--- src/rtl/core/lwt_pkg.sv ---
// ----------------------------------------------------------------------------
// lwt_pkg: shared definitions of the lane window tracker
// Field widths, register indexes, reset values and the side accumulator
// control word.
// ----------------------------------------------------------------------------
`default_nettype none

package lwt_pkg;

    // Field and register widths
    localparam int CTR_W      = 13;
    localparam int WIN_IDX_W  = 6;
    localparam int IW_W       = 13;
    localparam int WW_W       = 11;
    localparam int MC_W       = 11;
    localparam int NW_W       = 7;
    localparam int CNT_W      = 11;
    localparam int CFG_IDX_W  = 2;
    localparam int CFG_DATA_W = 13;

    // Default largest row length
    localparam int DEF_MAX_WIDTH = 4096;

    // Saturation of the window pixel counts
    localparam logic [CNT_W-1:0] COUNT_MAX = {CNT_W{1'b1}};

    // Window row limits
    localparam logic [NW_W-1:0] NW_MIN = NW_W'(1);
    localparam logic [NW_W-1:0] NW_MAX = NW_W'(64);

    // Register indexes
    localparam logic [CFG_IDX_W-1:0] CFG_IMAGE_WIDTH  = 2'd0;
    localparam logic [CFG_IDX_W-1:0] CFG_WINDOW_WIDTH = 2'd1;
    localparam logic [CFG_IDX_W-1:0] CFG_MIN_COUNT    = 2'd2;
    localparam logic [CFG_IDX_W-1:0] CFG_NUM_WINDOWS  = 2'd3;

    // Register reset values
    localparam logic [IW_W-1:0] RST_IMAGE_WIDTH  = IW_W'(640);
    localparam logic [WW_W-1:0] RST_WINDOW_WIDTH = WW_W'(63);
    localparam logic [MC_W-1:0] RST_MIN_COUNT    = MC_W'(6);
    localparam logic [NW_W-1:0] RST_NUM_WINDOWS  = NW_W'(12);

    // Control word of one side accumulator
    typedef struct packed {
        logic en;       // a word is processed this cycle
        logic restart;  // frame start: forget the stored row
        logic note;     // the current pixel falls on this side
        logic flush;    // row closed: clear after this word
    } t_side_ctl;

endpackage

`default_nettype wire

--- src/rtl/core/lwt_side_acc.sv ---
// ----------------------------------------------------------------------------
// lwt_side_acc: per-side window accumulator
// Counts set pixels on one side and keeps the first and last of them.
// Outputs give the values with the current pixel already included.
// ----------------------------------------------------------------------------
`default_nettype none

module lwt_side_acc
    import lwt_pkg::*;
#(
    parameter int COL_W = 12
) (
    input  wire logic             i_clk,
    input  wire logic             i_rst_n,
    input  wire t_side_ctl        i_ctl,
    input  wire logic [COL_W-1:0] i_col,
    output logic                  o_found,
    output logic [COL_W-1:0]      o_first,
    output logic [COL_W-1:0]      o_last,
    output logic [CNT_W-1:0]      o_count
);

    logic             r_found;
    logic [COL_W-1:0] r_first;
    logic [COL_W-1:0] r_last;
    logic [CNT_W-1:0] r_count;

    logic             b_found;
    logic [COL_W-1:0] b_first;
    logic [COL_W-1:0] b_last;
    logic [CNT_W-1:0] b_count;

    // Start from the stored row, or from nothing on a frame start
    always_comb begin
        b_found = i_ctl.restart ? 1'b0 : r_found;
        b_first = i_ctl.restart ? '0 : r_first;
        b_last  = i_ctl.restart ? '0 : r_last;
        b_count = i_ctl.restart ? '0 : r_count;
    end

    // Fold in the current pixel
    always_comb begin
        o_found = b_found;
        o_first = b_first;
        o_last  = b_last;
        o_count = b_count;
        if (i_ctl.note) begin
            o_found = 1'b1;
            o_first = b_found ? b_first : i_col;
            o_last  = i_col;
            if (b_count != COUNT_MAX) begin
                o_count = b_count + CNT_W'(1);
            end
        end
    end

    // Hold the running values, clear when the row closes
    always_ff @(posedge i_clk) begin
        if (!i_rst_n) begin
            r_found <= 1'b0;
            r_first <= '0;
            r_last  <= '0;
            r_count <= '0;
        end else if (i_ctl.en) begin
            if (i_ctl.flush) begin
                r_found <= 1'b0;
                r_first <= '0;
                r_last  <= '0;
                r_count <= '0;
            end else begin
                r_found <= o_found;
                r_first <= o_first;
                r_last  <= o_last;
                r_count <= o_count;
            end
        end
    end

endmodule

`default_nettype wire

--- config.mk ---
export PLATFORM = sky130hd
export DESIGN_NAME = lwt_side_acc
export DESIGN_NICKNAME = d
export VERILOG_FILES = /design/src/rtl/core/lwt_pkg.sv /design/src/rtl/core/lwt_side_acc.sv
export SDC_FILE = /design/constraint.sdc
export NUM_CORES = 1
export LEC_CHECK = 0
export BUFFER_PORTS_ARGS = -buffer_cell sky130_fd_sc_hd__buf_2
export CORE_MARGIN = 10
export CORE_UTILIZATION = 48
export DETAILED_ROUTE_END_ITERATION = 7
export PLACE_DENSITY = 0.82
export SLEW_MARGIN = 20
export SYNTH_ARGS = -nofsm -noshare
export SYNTH_HDL_FRONTEND = slang
export SYNTH_SLANG_ARGS = --single-unit
--- constraint.sdc ---
create_clock -name i_clk -period 1.6 [get_ports i_clk]
set_input_delay 0.16 -clock i_clk [delete_from_list [all_inputs] [get_ports i_clk]]
set_output_delay 0.16 -clock i_clk [all_outputs]
set_load 0.02 [all_outputs]
==> impl_metrics.toml, run 1 <==
[run_status]
status = "finished with violations"
violations = "negative setup slack"

[critical_path]
crit_end = "o_count[9]"
path_class = "register to output pin"
rrSetupSlack_ns = -0.42
regToRegEndpoint = "r_count[9]"
path_max_fanout = 3
worstPathRequired_ns = 1.44
cp_data_arrival_time_ns = 1.91
cp-startpoint = "r_count[5]"
r2r-start = "r_count[5]"
ff2ff_path_depth = 7
cp-end-kind = "output pin"
start_kind = "register"

[timing]
finalMaxSlewViolations = 0
rsz0062_at_grt = "yes"
skew_ns = 0.00921
worstMarginPinSlew_ns = 0.480
finalHoldViolCount = 0
relSlewSlack_pct = 68.0
setup_violations = 17
min_period_over_period_pct = 129
period_needed_ns = 2.07
finalWorstSetupSlack_ns = -0.472
max_freq_mhz = 483

[grt]
grt_pass1_wl_um = 11600
grt_pass1_vias = 2492
grt.overflow.total = 0
antenna_found_initial = 0
grt_usage_pct = 18.5
grt_max_degree = 54

[clocking]
htreeDepth = 2
cts_root_buffer = "clkbuf_8"
cts.path.max_buffers = 2
cts_sinks = 36
hold_buffers = 0
insertion_delay_ns = 0.30
numCtsBuffers = 5
tritoncts = "yes"
clk_pin_slew_ns = 0.08

[floorplanning]
io_pins = 54
dieArea_um2 = 7820
die_y_um = 88.4
coreArea_um2 = 4440
num_rows = 24
fp.dieW_um = 88.4
initial_core_util_pct = 50.6

[yosys]
syn_nets = 328
avgSynthCellArea_um2 = 7.25
ys_seq_elements = 36
synth_edf_count = 0
synth-main-ff-cell = "dfxtp_1"
syn_inst = 310
yosys_warnings = 0
syn_area_um2 = 2250
async_reset_ff_share_pct = 0
post_synth_num_cell_types = 46
ys_seq_area_share_pct = 32.1

[final_layout]
seq_area_um2 = 736
antenna_cells = 0
synthToLayoutAreaGrowth_pct = 53.0
multi_input_area_um2 = 1590
layout_common_cells = "buf_4 (45), nor2_1 (37), buf_2 (32)"
final_common_cell = "buf_4"
fillers = 300
finalInstanceArea_um2 = 3440
drive_above_1_share_pct = 39.9
utilization_pct = 77.4
nNetsFinal = 418

[drt]
vias = 2643
detail_route.vias_per_cell = 5.83
wl_um = 7990
drtPass1Iterations = 5
drc = 0
drtAntennaViolNets = 0
drt_iter0_drc = 249
post_drt_wl_per_cell_um = 17.6

[min_path]
holdCritPathClass = "primary input to register"

[pwr]
powerDensity_nw_per_um2 = 591
leakage_nw = 1.50
peakVddDrop_uv = 570
finalPower_w = 0.00203

[job]
maxCapViolations = 0

[place]
place.gp.congestion = 0.928
io_buffers = 53
post_dp_cell_area_um2 = 2850
hpwl_um = 5050
[state kept, by name (all words and copies together), names as in the netlist]
signal and cells:
r_first 12, r_found 1, r_count 11, r_last 12
[stage by stage]
step                      setup TNS, ns  hold slack (ns)  instances  setup WS (ns)
after floorplan                  -0.713            0.410        310         -0.169
after global placement            -1.27            0.485        431         -0.249
after detailed placement          -1.64            0.486        431         -0.259
after CTS                         -3.70            0.163        445         -0.462
after global routing              -5.60            0.181        453         -0.529
final                             -4.44            0.171        453         -0.472
[area by class of cell]
class                      count  share of cell area (%)
tap                           52                    1.89
sequential                    36                    21.4
timing repair buffer         108                    25.8
clock inverter                 2                   0.400
multi-input combinational    232                    46.3
inverter                      17                    1.86
clock buffer                   6                    2.40
[cells by family (layout without fill, tap and decap cells)]
kind of cell,after synthesis,in the layout,share of synthesized area (%)
AND/OR/NAND/NOR,132,132,29.3
XOR/XNOR,5,5,1.95
multiplexers,1,1,0.445
buffers and inverters,42,133,7.18
flip-flops,36,36,32.1
AO/OA/AOI/OAI,94,94,29.1
[power by group]
group / switching [W] / internal, W / leakage, nW
registers: 0.00000765 / 0.000913 / 0.298
clock network: 0.000360 / 0.000352 / 0.0516
logic: 0.000249 / 0.000152 / 1.15
total: 0.000616 / 0.00142 / 1.50
[Yosys cell counts (7+ instances only)]
cell type	count	area share (%)
a211o_1	12	4.7
a21oi_1	18	4.0
a22oi_1	13	4.3
clkbuf_1	20	3.3
dfxtp_1	36	32
inv_1	15	2.5
nand2_1	33	5.5
nand2b_1	18	5.0
nand3_1	13	2.9
nor2_1	40	6.7
nor3_1	7	1.6
o21a_1	13	4.3
o21ai_0	16	3.6
[worst min path at each step]
stage,startpoint,to,slack (ns),depth (start not counted)
floorplan,i_ctl[0],r_count[5],0.41,2
global placement,i_rst_n,r_first[4],0.48,2
detailed placement,i_rst_n,r_first[9],0.49,2
CTS,i_rst_n,r_count[8],0.16,2
global route,i_rst_n,r_first[10],0.18,2
finish,i_rst_n,r_count[8],0.17,2
[worst max-delay path, stage by stage, from the launching register on]
cell	delay [ns]
dfxtp_2	0.36
nand4b_4	0.11
or4_4	0.54
or3_4	0.35
a21oi_4	0.12
buf_6	0.13
[layer usage]
layer	vias up	part of all wire (%)	global-route usage, %
li1	1272	-	-
met1	1243	40	21.0
met2	110	50	31.3
met3	18	6.8	5.51
met4	0	2.8	8.81
met5	-	0	0
[what timing repair did]
item | 4_1_cts | 5_1_grt
gates cloned | 0 | 1
pin swaps | 7 | 25
hold endpoints to repair | 0 | 0
setup endpoints to repair | 19 | 28
buffers inserted | 6 | 11
gates resized for setup | 32 | 61
No activity file was read; power rests on OpenSTA's default activity.
==> inputs of run 2 (changes only) <==
==> constraint.sdc (replaced) <==
create_clock -name i_clk -period 1.6 [get_ports i_clk]
set_input_delay 0.32 -clock i_clk [delete_from_list [all_inputs] [get_ports i_clk]]
set_output_delay 0.32 -clock i_clk [all_outputs]
set_load 0.02 [all_outputs]
==> impl_metrics.toml, run 2 (synthesis gave the netlist of run 1 again) <==
[floorplanning]
fp.dieW_um = 88.4
die_y_um = 88.4
initial_core_util_pct = 50.6
num_rows = 24
io_pins = 54
dieArea_um2 = 7820
coreArea_um2 = 4440

[clocking]
hold_buffers = 0
htreeDepth = 2
cts_sinks = 36
cts_root_buffer = "clkbuf_8"
tritoncts = "yes"
cts.path.max_buffers = 2
insertion_delay_ns = 0.31
numCtsBuffers = 5
clk_pin_slew_ns = 0.09

[drt]
drtAntennaViolNets = 0
vias = 2999
wl_um = 10200
detail_route.vias_per_cell = 6.27
post_drt_wl_per_cell_um = 21.4
drc = 0
drt_iter0_drc = 369
drtPass1Iterations = 5

[final_layout]
antenna_cells = 0
final_common_cell = "buf_4"
largestRegisters = "r_first (12), r_last (12), r_count (11)"
synthToLayoutAreaGrowth_pct = 67.2
nNetsFinal = 443
layout_common_cells = "buf_4 (65), nor2_1 (36), buf_6 (35)"
drive_above_1_share_pct = 45.5

[timing]
worstMarginPinSlew_ns = 0.394
rsz0062_at_grt = "yes"
finalWorstSetupSlack_ns = -0.716
skew_ns = 0.00798
min_period_over_period_pct = 145
period_needed_ns = 2.32
tns_ns = -8.36
finalMaxSlewViolations = 0
relSlewSlack_pct = 73.6
setup_violations = 30
finalHoldViolCount = 0
max_freq_mhz = 432

[critical_path]
slowest_delay_ns = 0.55
crit_chain = "nand4b_1, or4_4, or3_4, a21oi_4, buf_6"
slowest_stage = "or4_4"
path_max_fanout = 3
worstPathRequired_ns = 1.28
path_class = "register to output pin"
start_kind = "register"
cp_data_arrival_time_ns = 2.00
cp-end-kind = "output pin"

[place]
hpwl_um = 5310
place.gp.congestion = 0.865
io_buffers = 53

[min_path]
holdCritPathClass = "primary input to register"

[grt]
grt_max_degree = 50
antenna_found_initial = 0
grt_pass1_vias = 2913
grt_pass1_wl_um = 14000
grt_usage_pct = 22.4
grt.overflow.total = 0

[pwr]
finalPower_w = 0.00227
leakage_nw = 1.65
peakVddDrop_uv = 550
powerDensity_nw_per_um2 = 603

[job]
maxCapViolations = 0

[run_status]
violations = "negative setup slack"
status = "finished with violations"
==> run 2: cell count changes in the layout (fill, tap and decap cells not counted), sizes merged <==
cell and change:
clkinvlp +1, clkbuf -1, inv -1, buf +24
bufinv +1, bufbuf +1
==> run 2: critical path, delay by kind of cell, from the launching register on <==
kind	cells	cell delay, ns
flip-flops	1	0.34
buffers and inverters	1	0.13
AND/OR/NAND/NOR	3	1.09
AO/OA/AOI/OAI	1	0.13
==> run 2: timing repair <==
item,CTS,global route
gates resized for setup,73,49
gates cloned,2,1
buffers inserted,12,7
setup endpoints to repair,41,41
pin swaps,22,13
==> run 2: metrics by stage <==
stage | setup WS, ns | hold slack [ns] | utilization, % | cell area [um2] | instances
finish | -0.716 | 0.370 | 84.5 | 3760 | 478
global route | -0.724 | 0.372 | 84.5 | 3760 | 478
CTS | -0.660 | 0.347 | 79.2 | 3520 | 470
detailed placement | -0.577 | 0.501 | 67.9 | 3020 | 448
global placement | -0.568 | 0.490 | 67.9 | 3020 | 448
floorplan | -0.329 | 0.474 | - | 2360 | 310
==> run 2: path summary, 6_finish.rpt <==
check             start          to  slack, ns  cells after the start
max          r_count[2]  o_count[9]      -0.72                      5
max reg2reg  r_count[2]  r_count[9]      -0.43                      6
min reg2reg  r_last[11]  r_last[11]       0.53                      2
min             i_rst_n  r_count[8]       0.37                      2
==> run 2: area by class of cell <==
cell class,instances,area (um2)
Clock buffer,5,68.8
Clock inverter,3,42.5
Fill cell,235,687
Inverter,17,63.8
Multi-Input combinational cell,232,1590
Sequential cell,36,738
Tap cell,52,65.1
Timing Repair Buffer,133,1190
==> run 2: report_power, final <==
part	internal, W	total (W)	switching [W]
Combinational	0.000208	0.000487	0.000279
Clock	0.000462	0.000858	0.000396
Sequential	0.000911	0.000921	0.00000922
Total	0.00158	0.00227	0.000684
==> run 2: per-layer routing <==
layer / up-vias / GRT usage [%] / wire (um)
met5: - / 0 / 0
met2: 206 / 39.9 / 5060
li1: 1322 / - / -
met1: 1421 / 24.8 / 3790
met4: 0 / 9.40 / 467
met3: 50 / 5.42 / 902
==> inputs of run 3 (changes only) <==
SETUP_SLACK_MARGIN = 0.3   (was unset)
==> impl_metrics.toml, run 3 <==
[run_status]
status = "aborted with a tool error"
haltStage = "global routing"
firstError = "[ERROR DPL-0038] Utilization greater than 100%, impossible to legalize"

[floorplanning]
io_pins = 54
num_rows = 24
die_y_um = 88.4
initial_core_util_pct = 50.6
fp.dieW_um = 88.4

[yosys]
synth_edf_count = 0
ys_seq_area_share_pct = 32.1
synth-main-ff-cell = "dfxtp_1"
yosysTopAreaCell = "dfxtp_1"
yosys_warnings = 0
synth_top_cell_area_share_pct = 32.1
syn_nets = 328
synthTopCellsByCount = "nor2_1 (40), dfxtp_1 (36), nand2_1 (33)"
syn_area_um2 = 2250
async_reset_ff_share_pct = 0
avgSynthCellArea_um2 = 7.25
yosysMostFrequentCell = "nor2_1"
ys_top_cells_by_area = "dfxtp_1 (32%), nor2_1 (6.7%), nand2_1 (5.5%)"
syn_inst = 310
ys_seq_elements = 36
post_synth_num_cell_types = 46

[grt]
grt_max_degree = 22

[timing]
crit_endpoint = "o_count[9]"
worst-ep-kind = "top-level output"

[place]
post_dp_cell_area_um2 = 3260
place.gp.congestion = 0.927
hpwl_um = 5680
io_buffers = 53

[clocking]
numCtsBuffers = 5
cts_sinks = 36
cts.path.max_buffers = 2
cts_root_buffer = "clkbuf_8"
htreeDepth = 2
hold_buffers = 0
[run 3: cells by family after synthesis]
group | Yosys count | synth area share (%)
AOI/OAI and AO/OA | 94 | 29.1
xor gates and xnor gates | 5 | 1.95
buffers and inverters | 42 | 7.18
DFF | 36 | 32.1
muxes | 1 | 0.445
and+or+nand+nor | 132 | 29.3
[run 3: through the flow]
step / worst slack (ns) / TNS, ns / cells / utilization, % / hold slack [ns]
detailed placement: -0.572 / -12.04 / 455 / 73.5 / 0.501
CTS: -0.623 / -8.76 / 493 / 92.5 / 0.425
global placement: -0.540 / -10.63 / 455 / 73.5 / 0.492
floorplan: -0.329 / -1.71 / 310 / - / 0.474
[run 3: what timing repair did]
action                                  in CTS
pin swaps                                   27
endpoints found under the setup margin      69
cloned                                       3
buffers inserted                            28
resized for setup                          132
==> inputs of run 4 (changes only) <==
CORE_UTILIZATION = 40   (was 48)
PLACE_DENSITY = unset   (was 0.82)
PLACE_DENSITY_LB_ADDON = 0.15   (was unset)
SETUP_SLACK_MARGIN = unset   (was 0.3)
clock period = 2.1 ns   (was 1.6 ns; I/O delays follow)
==> impl_metrics.toml, run 4 (synthesis gave the netlist of run 1 again) <==
[run_status]
status = "finished with violations"
violations = "negative setup slack"

[critical_path]
ff2ff_path_depth = 9
path_class = "register to output pin"
cp-startpoint = "r_count[2]"
r2r-start = "r_count[2]"
crit_end = "o_count[9]"
worstPathRequired_ns = 1.68
path_max_fanout = 4
rrSetupSlack_ns = 0.19
regToRegEndpoint = "r_count[0]"
cp-end-kind = "output pin"
cp_data_arrival_time_ns = 1.93
start_kind = "register"

[final_layout]
fin_cells = 468
synthToLayoutAreaGrowth_pct = 43.8
layout_common_cells = "buf_4 (53), nor2_1 (39), buf_2 (38)"
final_common_cell = "buf_4"
antenna_cells = 0
nNetsFinal = 413
drive_above_1_share_pct = 34.8
largestRegisters = "r_first (12), r_last (12), r_count (11)"
utilization_pct = 59.0

[drt]
vias = 2524
drt_iter0_drc = 150
wl_um = 7520
drtAntennaViolNets = 0
post_drt_wl_per_cell_um = 16.1
drtPass1Iterations = 4
detail_route.vias_per_cell = 5.39
drc = 0

[floorplanning]
die_y_um = 95.0
num_rows = 27
fp.dieW_um = 95.0
io_pins = 54
dieArea_um2 = 9020
coreArea_um2 = 5470
initial_core_util_pct = 41.1

[grt]
grt_pass1_wl_um = 12100
grt_usage_pct = 16.5
antenna_found_initial = 0
grt.overflow.total = 0
grt_max_degree = 39
grt_pass1_vias = 2514

[timing]
relSlewSlack_pct = 71.2
rsz0062_at_grt = "yes"
min_period_over_period_pct = 112
finalMaxSlewViolations = 0
hold_slack_ns = 0.517
period_needed_ns = 2.35
skew_ns = 0.00539
setup_violations = 10
max_freq_mhz = 425
finalHoldViolCount = 0
worstMarginPinSlew_ns = 0.432
finalWorstSetupSlack_ns = -0.254

[job]
maxCapViolations = 0

[min_path]
holdCritPathClass = "register to register"
hp-start = "r_count[10]"

[clocking]
cts.path.max_buffers = 2
cts_root_buffer = "clkbuf_8"
cts_sinks = 36
tritoncts = "yes"
insertion_delay_ns = 0.29
clk_pin_slew_ns = 0.08
htreeDepth = 2
numCtsBuffers = 5
hold_buffers = 0

[place]
hpwl_um = 5230
dp_cells = 448
place_ws_ns = -0.295
place.gp.congestion = 0.905
io_buffers = 53

[pwr]
peakVddDrop_uv = 237
leakage_nw = 1.41
powerDensity_nw_per_um2 = 469
run 4: how the worst min path moves through the flow:
stage,to,cells after the start
detailed placement,r_last[0],2
CTS,r_count[10],2
finish,r_count[10],2
global placement,r_last[11],2
global route,r_count[10],2
floorplan,r_count[3],1
run 4: metal layers:
metal	part of all wire (%)	GRT usage, %	vias up	wire, um
met2	49	28.7	68	3700
met5	0	0	-	0
met4	1.4	4.74	0	106
met1	43	19.2	1187	3230
li1	-	-	1260	-
met3	6.4	4.92	9	482
run 4: where the power goes:
part / switching, W / total (W) / internal, W / leakage, nW
combinational: 0.000178 / 0.000279 / 0.000101 / 1.07
clock: 0.000270 / 0.000537 / 0.000267 / 0.0445
sequential: 0.00000512 / 0.000699 / 0.000694 / 0.296
total: 0.000453 / 0.00152 / 0.00106 / 1.41
run 4: repair_timing:
action / 4_1_cts / 5_1_grt
gates cloned: 0 / 0
pin swaps: 12 / 9
hold endpoints to repair: 0 / 0
gates resized for setup: 38 / 21
endpoints found under the setup margin: 10 / 18
buffers inserted: 11 / 2
run 4: area by class of cell:
type,instances,area (um2)
clock buffers,7,86.3
clock inverters,1,7.51
fillers,546,2240
inverters,17,63.8
multi-input cells,232,1520
flip-flops and latches,36,733
well taps,72,90.1
repair buffers,103,732
run 4: through the flow:
stage	power, W	cell area (um2)	TNS, ns
4_1_cts	0.00153	3150	-1.06
5_1_grt	0.00158	3230	-1.88
3_5_place_dp	0.000986	2820	-0.786
6_report	0.00152	3230	-1.40
3_3_place_gp	0.000986	2820	-0.450
2_1_floorplan	0.000879	2260	-0.106
run 4: worst max-delay path: stages (launching register included):
cell	delay, ns
dfxtp_2	0.35
nand4b_1	0.16
or4_4	0.53
or3_4	0.35
a21oi_4	0.13
buf_6	0.13
